<file path="src/hdl/rgbm_pkg.sv">
// ----------------------------------------------------------------------------
// rgbm_pkg: shared types and constants of the RGB 3x3 median filter
// Pixel and result item layouts, configuration register indexes and the
// sizing of the output queue.
// ----------------------------------------------------------------------------
package rgbm_pkg;

	// One raster pixel as it arrives on the input channel.
	typedef struct packed {
		logic [7:0] red_in;
		logic [7:0] green_in;
		logic [7:0] blue_in;
	} pix_in_t;

	// One filtered result item.
	typedef struct packed {
		logic [7:0]  median_red;
		logic [7:0]  median_green;
		logic [7:0]  median_blue;
		logic [11:0] center_row;
		logic [9:0]  center_col;
		logic        frame_last;
	} res_out_t;

	// Coordinates and frame mark that travel alongside the medians.
	typedef struct packed {
		logic [11:0] center_row;
		logic [9:0]  center_col;
		logic        frame_last;
	} res_meta_t;

	// Nine samples of one colour channel.
	typedef logic [8:0][7:0] chan_win_t;

	// Configuration port.
	localparam int unsigned CFG_IDX_W  = 4;
	localparam int unsigned CFG_DATA_W = 13;

	typedef enum logic [CFG_IDX_W-1:0] {
		REG_IMAGE_WIDTH  = 4'd0,
		REG_IMAGE_HEIGHT = 4'd1
	} cfg_reg_t;

	// Output queue sizing; it must exceed the pipeline latency for full rate.
	localparam int unsigned RES_FIFO_DEPTH = 8;
	localparam int unsigned RES_PTR_W      = 3;
	localparam int unsigned RES_CNT_W      = 4;

endpackage

</file>
<file path="src/hdl/rgbm_lane.sv">
// ----------------------------------------------------------------------------
// rgbm_lane: median of nine samples for one colour channel
// Three-stage pipeline: sort each row of three, then take the largest
// minimum, the median of medians and the smallest maximum, then the median
// of those three values.
// ----------------------------------------------------------------------------
module rgbm_lane (
	input  logic                clk,
	input  rgbm_pkg::chan_win_t window,
	output logic [7:0]          median
);
	import rgbm_pkg::*;

	logic [2:0][7:0] row_min_s3;
	logic [2:0][7:0] row_med_s3;
	logic [2:0][7:0] row_max_s3;
	logic [7:0]      lo_s4;
	logic [7:0]      mid_s4;
	logic [7:0]      hi_s4;
	logic [7:0]      median_s5;

	function automatic logic [7:0] min2(input logic [7:0] a, input logic [7:0] b);
		return (a < b) ? a : b;
	endfunction

	function automatic logic [7:0] max2(input logic [7:0] a, input logic [7:0] b);
		return (a < b) ? b : a;
	endfunction

	function automatic logic [7:0] min3(input logic [7:0] a, input logic [7:0] b,
			input logic [7:0] c);
		return min2(min2(a, b), c);
	endfunction

	function automatic logic [7:0] max3(input logic [7:0] a, input logic [7:0] b,
			input logic [7:0] c);
		return max2(max2(a, b), c);
	endfunction

	function automatic logic [7:0] med3(input logic [7:0] a, input logic [7:0] b,
			input logic [7:0] c);
		return max2(min2(a, b), min2(max2(a, b), c));
	endfunction

	// First stage: order the three samples of each window row.
	always_ff @(posedge clk) begin
		for (int r = 0; r < 3; r++) begin
			row_min_s3[r] <= min3(window[3*r], window[3*r+1], window[3*r+2]);
			row_med_s3[r] <= med3(window[3*r], window[3*r+1], window[3*r+2]);
			row_max_s3[r] <= max3(window[3*r], window[3*r+1], window[3*r+2]);
		end
	end

	// Second stage: the median lies between these three candidates.
	always_ff @(posedge clk) begin
		lo_s4  <= max3(row_min_s3[0], row_min_s3[1], row_min_s3[2]);
		mid_s4 <= med3(row_med_s3[0], row_med_s3[1], row_med_s3[2]);
		hi_s4  <= min3(row_max_s3[0], row_max_s3[1], row_max_s3[2]);
	end

	// Third stage: the median of the candidates is the median of all nine.
	always_ff @(posedge clk) begin
		median_s5 <= med3(lo_s4, mid_s4, hi_s4);
	end

	assign median = median_s5;

endmodule

</file>
<file path="config.mk">
export PLATFORM = sky130hd
export DESIGN_NAME = rgbm_lane
export DESIGN_NICKNAME = d
export VERILOG_FILES = /design/src/hdl/rgbm_pkg.sv /design/src/hdl/rgbm_lane.sv
export SDC_FILE = /design/constraint.sdc
export NUM_CORES = 1
export LEC_CHECK = 0
export ABC_AREA = 1
export BUFFER_PORTS_ARGS = -buffer_cell sky130_fd_sc_hd__buf_4
export CORE_UTILIZATION = 23
export DETAILED_ROUTE_END_ITERATION = 10
export PLACE_DENSITY = 0.48
export SLEW_MARGIN = 5
export SYNTH_ARGS = -nofsm -noshare
export SYNTH_HDL_FRONTEND = slang
export SYNTH_SLANG_ARGS = --single-unit
</file>
<file path="constraint.sdc">
create_clock -name clk -period 5.71 [get_ports clk]
set_input_delay 1.4275 -clock clk [delete_from_list [all_inputs] [get_ports clk]]
set_output_delay 1.4275 -clock clk [all_outputs]
set_load 0.005 [all_outputs]
</file>
==> results.json <==
{
  "drc": 0,
  "cp-end-kind": "flop",
  "fin_crit_sh": 0.903,
  "seq_area_sq_um": 2080,
  "ys_seq_area_frac": 0.235,
  "wl_mm": 22.8,
  "diodes": 0,
  "ctsHoldBuffers": 0,
  "critical-path-top-delay-family": "compound AO/OA/AOI/OAI gates",
  "via_per_inst": 4.21,
  "core_sq_um": 37800,
  "gp_congestion": 0.794,
  "slowest_stage": "o21ai_0",
  "avgSynthCellArea_sq_um": 6.62,
  "max-slew-margin-rel": 0.317,
  "clock_path_buffers": 2,
  "first_iter_violations": 424,
  "cp_num_buf_inv": 5,
  "nNetsFinal": 1636,
  "status": "finished, final reports clean",
  "postPlaceCellArea_sq_um": 10000,
  "ys_warn_count": 0,
  "finalHoldViolCount": 0,
  "crit_top_cell": "nand2_1",
  "setup_viol": 0,
  "multiInputGateArea_sq_um": 5820,
  "die_area_sq_um": 39300,
  "cp_max_fo": 13,
  "grt_pass1_vias": 7454,
  "syn_nets": 1565,
  "start_util": 0.235,
  "synth_area_sq_um": 8860,
  "cts_setup_buffers": 0,
  "synth-simple-area-share": 0.272,
  "portBuffers": 80,
  "cts_tree": "yes",
  "cp_data_arrival_time_ps": 5400,
  "crit_chain": "buf_4, inv_1, ha_1, a21oi_1, o21a_1, nand2_2, o21ai_0, ha_1, a21oi_1, nor2_1, a211oi_1, nand2_1, inv_1, nand2_1, o21ai_0, inv_1, ha_1, a21oi_1, nor2_1, a211oi_2, buf_4, nand2_4, nand2_1, nand2_1",
  "drv_cap": 0,
  "top_usage_layer": "met2",
  "post-dp-hpwl_mm": 19.6,
  "fmax_mhz": 194,
  "worstSetupPathType": "in -> reg",
  "drive_above_1_share": 0.112,
  "synth_mux_area_frac": 0,
  "max_stage_delay_ps": 350,
  "cts_buffers": 9,
  "antenna_found_initial": 0,
  "hp-class": "reg -> reg",
  "grt_max_degree": 32,
  "fp.dieW_microns": 198,
  "post-place-cells": 1909,
  "grt.total_usage": 0.118,
  "grt-ovfl-total": 0,
  "period_minus_slack_ps": 5160,
  "netlist_instances": 1338,
  "grt_use_met3": 0.0143,
  "async_flop_share": 0,
  "met2_usage": 0.198,
  "cts_resized": 0,
  "dr.pass1.iters": 4,
  "met1_usage": 0.163,
  "cts.sinks": 104,
  "chipHeight_microns": 198,
  "stdcell_area_sq_um": 10400,
  "rsz0062_at_grt": "false",
  "nFillCells": 4216,
  "rows": 71,
  "worstPathRequired_ps": 5960,
  "yosys.area_share.xor_xnor": 0,
  "synth_fa_ha_area_frac": 0.218,
  "dr_total_vias": 8106,
  "synth_top_family_by_area": "simple AND/OR/NAND/NOR gates",
  "area_growth_pct": 16.9,
  "ant_nets": 0,
  "ys_seq_elements": 104,
  "root_buffer": "clkbuf_16",
  "ys_types": 23,
  "holdWs_ps": 473,
  "synthFlopType": "dfxtp_1",
  "ios": 81,
  "insertion_delay_ps": 350,
  "setup_tns_ps": 0,
  "wl_per_cell_microns": 11.8,
  "tightest_slew_ps": 1020,
  "start_kind": "input port",
  "path_clk_slew_ps": 80,
  "grt_pass1_wl_mm": 37.1,
  "htree_levels": 3,
  "fin_cells": 1925,
  "synth-edff-count": 0,
  "skew_ps": 12.3,
  "final_max_slew_viol_count": 0,
  "synth-compound-area-share": 0.167
}
==> worst min-delay path: stages, from the launching register on <==
cell	delay, ps
dfxtp_1	320
nand2_1	60
nand2_1	50
==> Yosys cell counts, types with 10 or more instances <==
library cell,number,share of area
o21ai_0,106,0.060
ha_1,154,0.22
nand3_1,69,0.039
nand2_2,25,0.018
a211oi_1,10,0.0085
inv_1,206,0.087
nand2_1,363,0.15
a21oi_1,115,0.065
nand2_4,10,0.013
o21ai_1,12,0.0068
dfxtp_1,104,0.24
buf_2,23,0.013
nor2_1,95,0.040
==> metrics by stage <==
step	setup WS, ps	utilization
after detailed placement	225	0.265
after global placement	257	0.265
final	553	0.274
after CTS	606	0.274
after floorplan	579	-
after global routing	32.3	0.274
==> per-layer routing <==
| metal | up-vias | share of wire |
|---|---|---|
| met5 | - | 0 |
| met1 | 3537 | 0.51 |
| li1 | 4463 | - |
| met4 | 0 | 0.0049 |
| met3 | 8 | 0.023 |
| met2 | 98 | 0.46 |
==> cells by family after synthesis <==
group                      Yosys count
buffers and inverters              238
adders and majority gates          154
and+or+nand+nor                    574
DFF                                104
AOI/OAI and AO/OA                  268
==> cell type report <==
class	instances	area share
clock buffer	9	0.0217
clock inverter	7	0.0122
tap	511	0.0617
timing repair buffer	92	0.0667
sequential	104	0.201
multi-input combinational	996	0.562
inverter	206	0.0747
==> cells in the final DEF (no fill, tap or decap), types with 25 or more instances in the layout <==
cell type	n
nand2_1	363
dfxtp_1	104
buf_4	92
nor2_1	95
nand2_2	25
a21oi_1	115
ha_1	154
inv_1	206
nand3_1	69
o21ai_0	106
==> worst paths after layout <==
kind                        from              to  slack [ps]  cells past startpoint
setup / recovery      window[63]  row_med_s3[22]         550                     24
setup reg to reg  row_med_s3[13]       mid_s4[1]         960                     22
hold reg to reg   row_max_s3[23]        hi_s4[7]         470                      2
hold / removal    row_max_s3[23]        hi_s4[7]         470                      2
==> flip-flops by register name (all words and copies together), names as in the netlist <==
name / flops
row_max_s3: 24
row_med_s3: 24
row_min_s3: 24
hi_s4: 8
lo_s4: 8
median: 8
mid_s4: 8
Power is not shown: default switching activity piles up to over one toggle a cycle in this logic, so the estimate is an artifact.
