**src/hdl/rgbm_pkg.sv**
```systemverilog
// ----------------------------------------------------------------------------
// rgbm_pkg: shared types and constants of the RGB 3x3 median filter
// Pixel and result item layouts, configuration register indexes and the
// sizing of the output queue.
// ----------------------------------------------------------------------------
package rgbm_pkg;

	// One raster pixel as it arrives on the input channel.
	typedef struct packed {
		logic [7:0] red_in;
		logic [7:0] green_in;
		logic [7:0] blue_in;
	} pix_in_t;

	// One filtered result item.
	typedef struct packed {
		logic [7:0]  median_red;
		logic [7:0]  median_green;
		logic [7:0]  median_blue;
		logic [11:0] center_row;
		logic [9:0]  center_col;
		logic        frame_last;
	} res_out_t;

	// Coordinates and frame mark that travel alongside the medians.
	typedef struct packed {
		logic [11:0] center_row;
		logic [9:0]  center_col;
		logic        frame_last;
	} res_meta_t;

	// Nine samples of one colour channel.
	typedef logic [8:0][7:0] chan_win_t;

	// Configuration port.
	localparam int unsigned CFG_IDX_W  = 4;
	localparam int unsigned CFG_DATA_W = 13;

	typedef enum logic [CFG_IDX_W-1:0] {
		REG_IMAGE_WIDTH  = 4'd0,
		REG_IMAGE_HEIGHT = 4'd1
	} cfg_reg_t;

	// Output queue sizing; it must exceed the pipeline latency for full rate.
	localparam int unsigned RES_FIFO_DEPTH = 8;
	localparam int unsigned RES_PTR_W      = 3;
	localparam int unsigned RES_CNT_W      = 4;

endpackage

```
**src/hdl/rgbm_merge.sv**
```systemverilog
// ----------------------------------------------------------------------------
// rgbm_merge: result assembly and output queue
// Joins the three channel medians with the centre coordinates into one
// result item and buffers it in a small queue towards the output channel.
// ----------------------------------------------------------------------------
module rgbm_merge (
	input  logic                clk,
	input  logic                arst_n,
	input  logic                wr_valid,
	input  logic [7:0]          med_red,
	input  logic [7:0]          med_green,
	input  logic [7:0]          med_blue,
	input  rgbm_pkg::res_meta_t meta,
	output logic                out_valid,
	input  logic                out_ready,
	output rgbm_pkg::res_out_t  out_data
);
	import rgbm_pkg::*;

	res_out_t               fifo_q [RES_FIFO_DEPTH];
	logic [RES_PTR_W-1:0]   wr_ptr_q;
	logic [RES_PTR_W-1:0]   rd_ptr_q;
	logic [RES_CNT_W-1:0]   fifo_cnt_q;
	res_out_t               res_item;
	logic                   rd_take;

	// Pack the lane results and the coordinates into one item.
	always_comb begin
		res_item.median_red   = med_red;
		res_item.median_green = med_green;
		res_item.median_blue  = med_blue;
		res_item.center_row   = meta.center_row;
		res_item.center_col   = meta.center_col;
		res_item.frame_last   = meta.frame_last;
	end

	assign rd_take   = out_valid && out_ready;
	assign out_valid = (fifo_cnt_q != '0);
	assign out_data  = fifo_q[rd_ptr_q];

	// Queue storage.
	always_ff @(posedge clk) begin
		if (wr_valid) begin
			fifo_q[wr_ptr_q] <= res_item;
		end
	end

	// Queue pointers and fill level.
	always_ff @(posedge clk or negedge arst_n) begin
		if (!arst_n) begin
			wr_ptr_q   <= '0;
			rd_ptr_q   <= '0;
			fifo_cnt_q <= '0;
		end else begin
			if (wr_valid) begin
				wr_ptr_q <= wr_ptr_q + RES_PTR_W'(1);
			end
			if (rd_take) begin
				rd_ptr_q <= rd_ptr_q + RES_PTR_W'(1);
			end
			case ({wr_valid, rd_take})
				2'b10:   fifo_cnt_q <= fifo_cnt_q + RES_CNT_W'(1);
				2'b01:   fifo_cnt_q <= fifo_cnt_q - RES_CNT_W'(1);
				default: fifo_cnt_q <= fifo_cnt_q;
			endcase
		end
	end

	// The input-side credit count must keep the queue from overflowing.
	a_no_overflow: assert property (@(posedge clk) disable iff (!arst_n)
		wr_valid |-> (fifo_cnt_q < RES_CNT_W'(RES_FIFO_DEPTH)))
		else $error("result written into a full queue");

	a_cnt_bound: assert property (@(posedge clk) disable iff (!arst_n)
		fifo_cnt_q <= RES_CNT_W'(RES_FIFO_DEPTH))
		else $error("queue fill level out of range");

endmodule

```
**config.mk**
```make
export PLATFORM = sky130hd
export DESIGN_NAME = rgbm_merge
export DESIGN_NICKNAME = d
export VERILOG_FILES = /design/src/hdl/rgbm_pkg.sv /design/src/hdl/rgbm_merge.sv
export SDC_FILE = /design/constraint.sdc
export NUM_CORES = 1
export LEC_CHECK = 0
export BUFFER_PORTS_ARGS = -buffer_cell sky130_fd_sc_hd__buf_2
export CAP_MARGIN = 0
export CORE_ASPECT_RATIO = 1.5
export CORE_UTILIZATION = 40
export CTS_CLUSTER_DIAMETER = 30
export DETAILED_ROUTE_END_ITERATION = 10
export SLEW_MARGIN = 10
export SYNTH_ARGS = -nofsm -noshare
export SYNTH_HDL_FRONTEND = slang
export SYNTH_SLANG_ARGS = --single-unit
```
**constraint.sdc**
```tcl
create_clock -name clk -period 4.2 [get_ports clk]
set_input_delay 0.84 -clock clk [delete_from_list [all_inputs] [get_ports clk]]
set_output_delay 0.84 -clock clk [all_outputs]
set_load 0.01 [all_outputs]
```
==> reports/summary.md <==
The flow ran to the end, and the final reports show no timing, DRC or antenna violations. The number of hold buffers added after CTS was 0. After synthesis, the share of flip-flops with an asynchronous set or reset is 2.59%. The post-synthesis to final-layout area growth was 19.5%. For this run the aggregate overflow at the end of global routing stands at 0.

Across the VDD grid, the largest voltage drop is 0.000395 V. Sequential cells account for 41.7% of the total power. Detailed placement ended at an HPWL of 16700 µm.

Summing every instance area after synthesis gives 0.0147 mm². STA classifies the critical path startpoint as a flop. The number of storage elements in the synthesis netlist was 386. Setup repair after global routing left no endpoint under its margin. After detailed routing, the average wire length per cell comes to 23.0 µm.

In the synthesized netlist, the number of instances is 598. The number of levels the H-tree was split into is 2. Global routing consumed, over all layers together, 16.1% of the routing resources.

The die width works out to 158 µm. In this run the power spent charging and discharging nets is 3.65 mW. The via count of the first global-routing pass was 7230; the worst hold margin was 0.149 ns.

The run gives 0.686 as the weighted congestion at the end of routability-driven global placement. The standard-cell row count is 85, and the internal power contribution is 9.06 mW. The largest single stage delay on the critical path is 1.18 ns.

The setup clock skew after layout was 0.0230 ns. The routed wire length was 29000 µm; the post-CTS setup-driven buffer insertion count was 0. Setup total negative slack on the finished layout was measured at 0 ns.

Clock-pin slew was measured on the worst setup and hold paths at 0.06 ns. The remaining max-slew budget at the tightest pin was 23.6%; the power per cell area was 725 mW/mm². The tools report the element type at the critical path end as a primary output. The count of nets left with antenna violations once routing finished came out at 0. The number of vias per cell was 5.17; the area of the multi-input gates was 0.00302 mm².

The sequential-to-total area share from yosys stat was 78.7%. Across all layers, the routed design uses 6504 vias. Count of final hold-check violations: 0. After detailed routing, the number of remaining DRC violations is 0.

The distinct cell type count of the synthesized netlist was 25; the top-level I/O count was 99. The average footprint of a synthesized cell was 24.5 µm²; the number of enable-type register cells in the synthesized netlist was 376. The library cell used most frequently in the layout, excluding fill and tap cells, is edfxtp_1. The number of antenna violations at the first check in global routing was 2. Static timing analysis puts the maximum clock frequency at 267 MHz. Of the available clock period, the critical path in the final layout requires 89.0%.

At the pin with the least slew margin, the transition time is 1.15 ns. The worst path in the final design needs a cycle of 3.74 ns, including I/O delays and setup. The maximum number of pins on one net before global-route repair came out at 75. The logs give 3.36 ns for the required time of the critical path and 12.7 mW for the total power draw. For the number of nets at the end of the flow, the log shows 795. After the first detailed-routing iteration, the DRC count stood at 392. Among cell families on the critical path, the largest total delay comes from flip-flops.

For the final-report max-slew violation count, the log shows 0. Standby leakage power: 5.77 nW. The slowest stage of the critical path belongs to the cell dfrtp_4. The clock sink count is 386. The tools report the portion of total power attributed to the clock network as 32.5%. The filler cells instantiated in the layout total 2861. The length of the first detailed-routing pass in iterations came out at 4.

The number of buffers on the longest clock path is 3. Net switching is 28.7% of the power. The cell chosen for the clock root was clkbuf_16. The power share of the combinational group is 25.8%, and the storage element area is 0.0115 mm². Cells with a size suffix above 1 make up 45.4% of the layout.

Floorplan die height: 237 µm. Data arrives at the worst endpoint at 2.90 ns. Counting the buffers created by CTS gives 48. Number of gates resized after CTS: 0. TritonCTS built the clock tree.

The signal on the critical path passes through buf_4 -> mux4_2 -> mux2_2 -> buf_2. The first global-routing pass estimated 43400 µm of wire. Among all flip-flop cells after synthesis, the most frequent one is edfxtp_1. For this configuration, the core starts out at a cell density of 40.7%. The die covers 0.0374 mm². Counting both buffers and inverters, the worst setup path holds a total of 2.

Max-cap violations in this run came to 0. The net count after synthesis was 654. For flop-to-flop paths, the worst setup slack is 1.64 ns. The count of endpoints failing setup in the final report came out at 0.

Of all nets on the critical path, the largest fanout is 74. The worst setup path is of the reg2out kind. The total area inside the core boundary comes to 0.0361 mm². The tools report the count of warnings emitted by yosys as 0. Kind of path behind the tightest hold check: in2async. During placement, the flow inserted port buffers numbering 98. The insertion delay to the later sink of the worst-skew pair is 0.55 ns. Leaving out fill and tap cells, the most frequent cells in the layout are edfxtp_1, buf_2, mux4_2.
power by group through the flow:
stage / sequential (mW) / clock, mW / combinational (mW)
2_1_floorplan: 5.06 / 0 / 2.48
3_3_place_gp: 5.33 / 0 / 3.31
3_5_place_dp: 5.39 / 0 / 3.37
4_1_cts: 5.31 / 4.21 / 3.39
5_1_grt: 5.37 / 4.36 / 3.54
6_report: 5.30 / 4.13 / 3.28
final cells by class:
type	count	share of cell area [%]
flip-flops and latches	386	65.9
well taps	478	3.41
repair buffers	118	3.94
diodes	2	0.0286
inverters	2	0.0428
clock buffers	49	7.00
multi-input cells	183	17.3
clock inverters	39	2.43
worst paths after layout:
kind | from | end | cells after the start
worst max-delay path | rd_ptr_q[1] | out_data[10] | 4
worst min-delay path | arst_n | wr_ptr_q[2] | 1
worst max register to register | fifo_cnt_q[1] | fifo_cnt_q[2] | 10
worst min register to register | fifo_cnt_q[3] | fifo_cnt_q[3] | 1
max in group asynchronous | arst_n | rd_ptr_q[0] | 1
min in group clk | fifo_cnt_q[3] | fifo_cnt_q[3] | 1
synth_stat cells (all sizes together) (2+ instances only):
library cell | count | area (µm²)
nor2 | 7 | 26.3
edfxtp | 376 | 11300
nand2b | 3 | 18.8
inv | 2 | 7.51
nor3 | 3 | 15.0
dfrtp | 10 | 250
clkbuf | 9 | 33.8
xnor2 | 4 | 35.0
ha | 5 | 62.6
mux4 | 94 | 2120
mux2 | 50 | 563
nand2 | 4 | 15.0
xor2 | 5 | 43.8
buf | 18 | 126
logic make-up (layout without fill, tap and decap cells):
family                   after synthesis  in the layout  synth area share, %
buffers and inverters                 29            208                 1.14
multiplexers                         145            145                 18.3
other                                  0              2                    0
flip-flops                           386            386                 78.7
adder cells (fa/ha/maj)                5              5                0.427
AND/OR/NAND/NOR                       21             21                0.700
XOR/XNOR                               9              9                0.537
AO/OA/AOI/OAI                          3              3                0.154
registers in the layout, indices dropped and copies added, names as in the netlist:
register	flops
fifo_q	376
fifo_cnt_q	4
rd_ptr_q	3
wr_ptr_q	3
stage by stage:
stage	setup WS (ns)	instances	utilization (%)	cell area (µm²)
after floorplan	0.816	598	-	14700
after global placement	1.09	1167	44.0	15900
after detailed placement	1.00	1167	44.0	15900
after CTS	0.403	1255	48.6	17500
after global routing	0.318	1256	48.6	17500
final	0.460	1257	48.6	17500
metal layers:
layer,vias up,track usage (%),routed length (µm)
li1,2841,-,-
met1,3447,18.5,10800
met2,163,29.7,16200
met3,51,2.91,1280
met4,2,5.54,676
met5,-,0,8
Note: power is estimated with default switching activity, not from simulation.
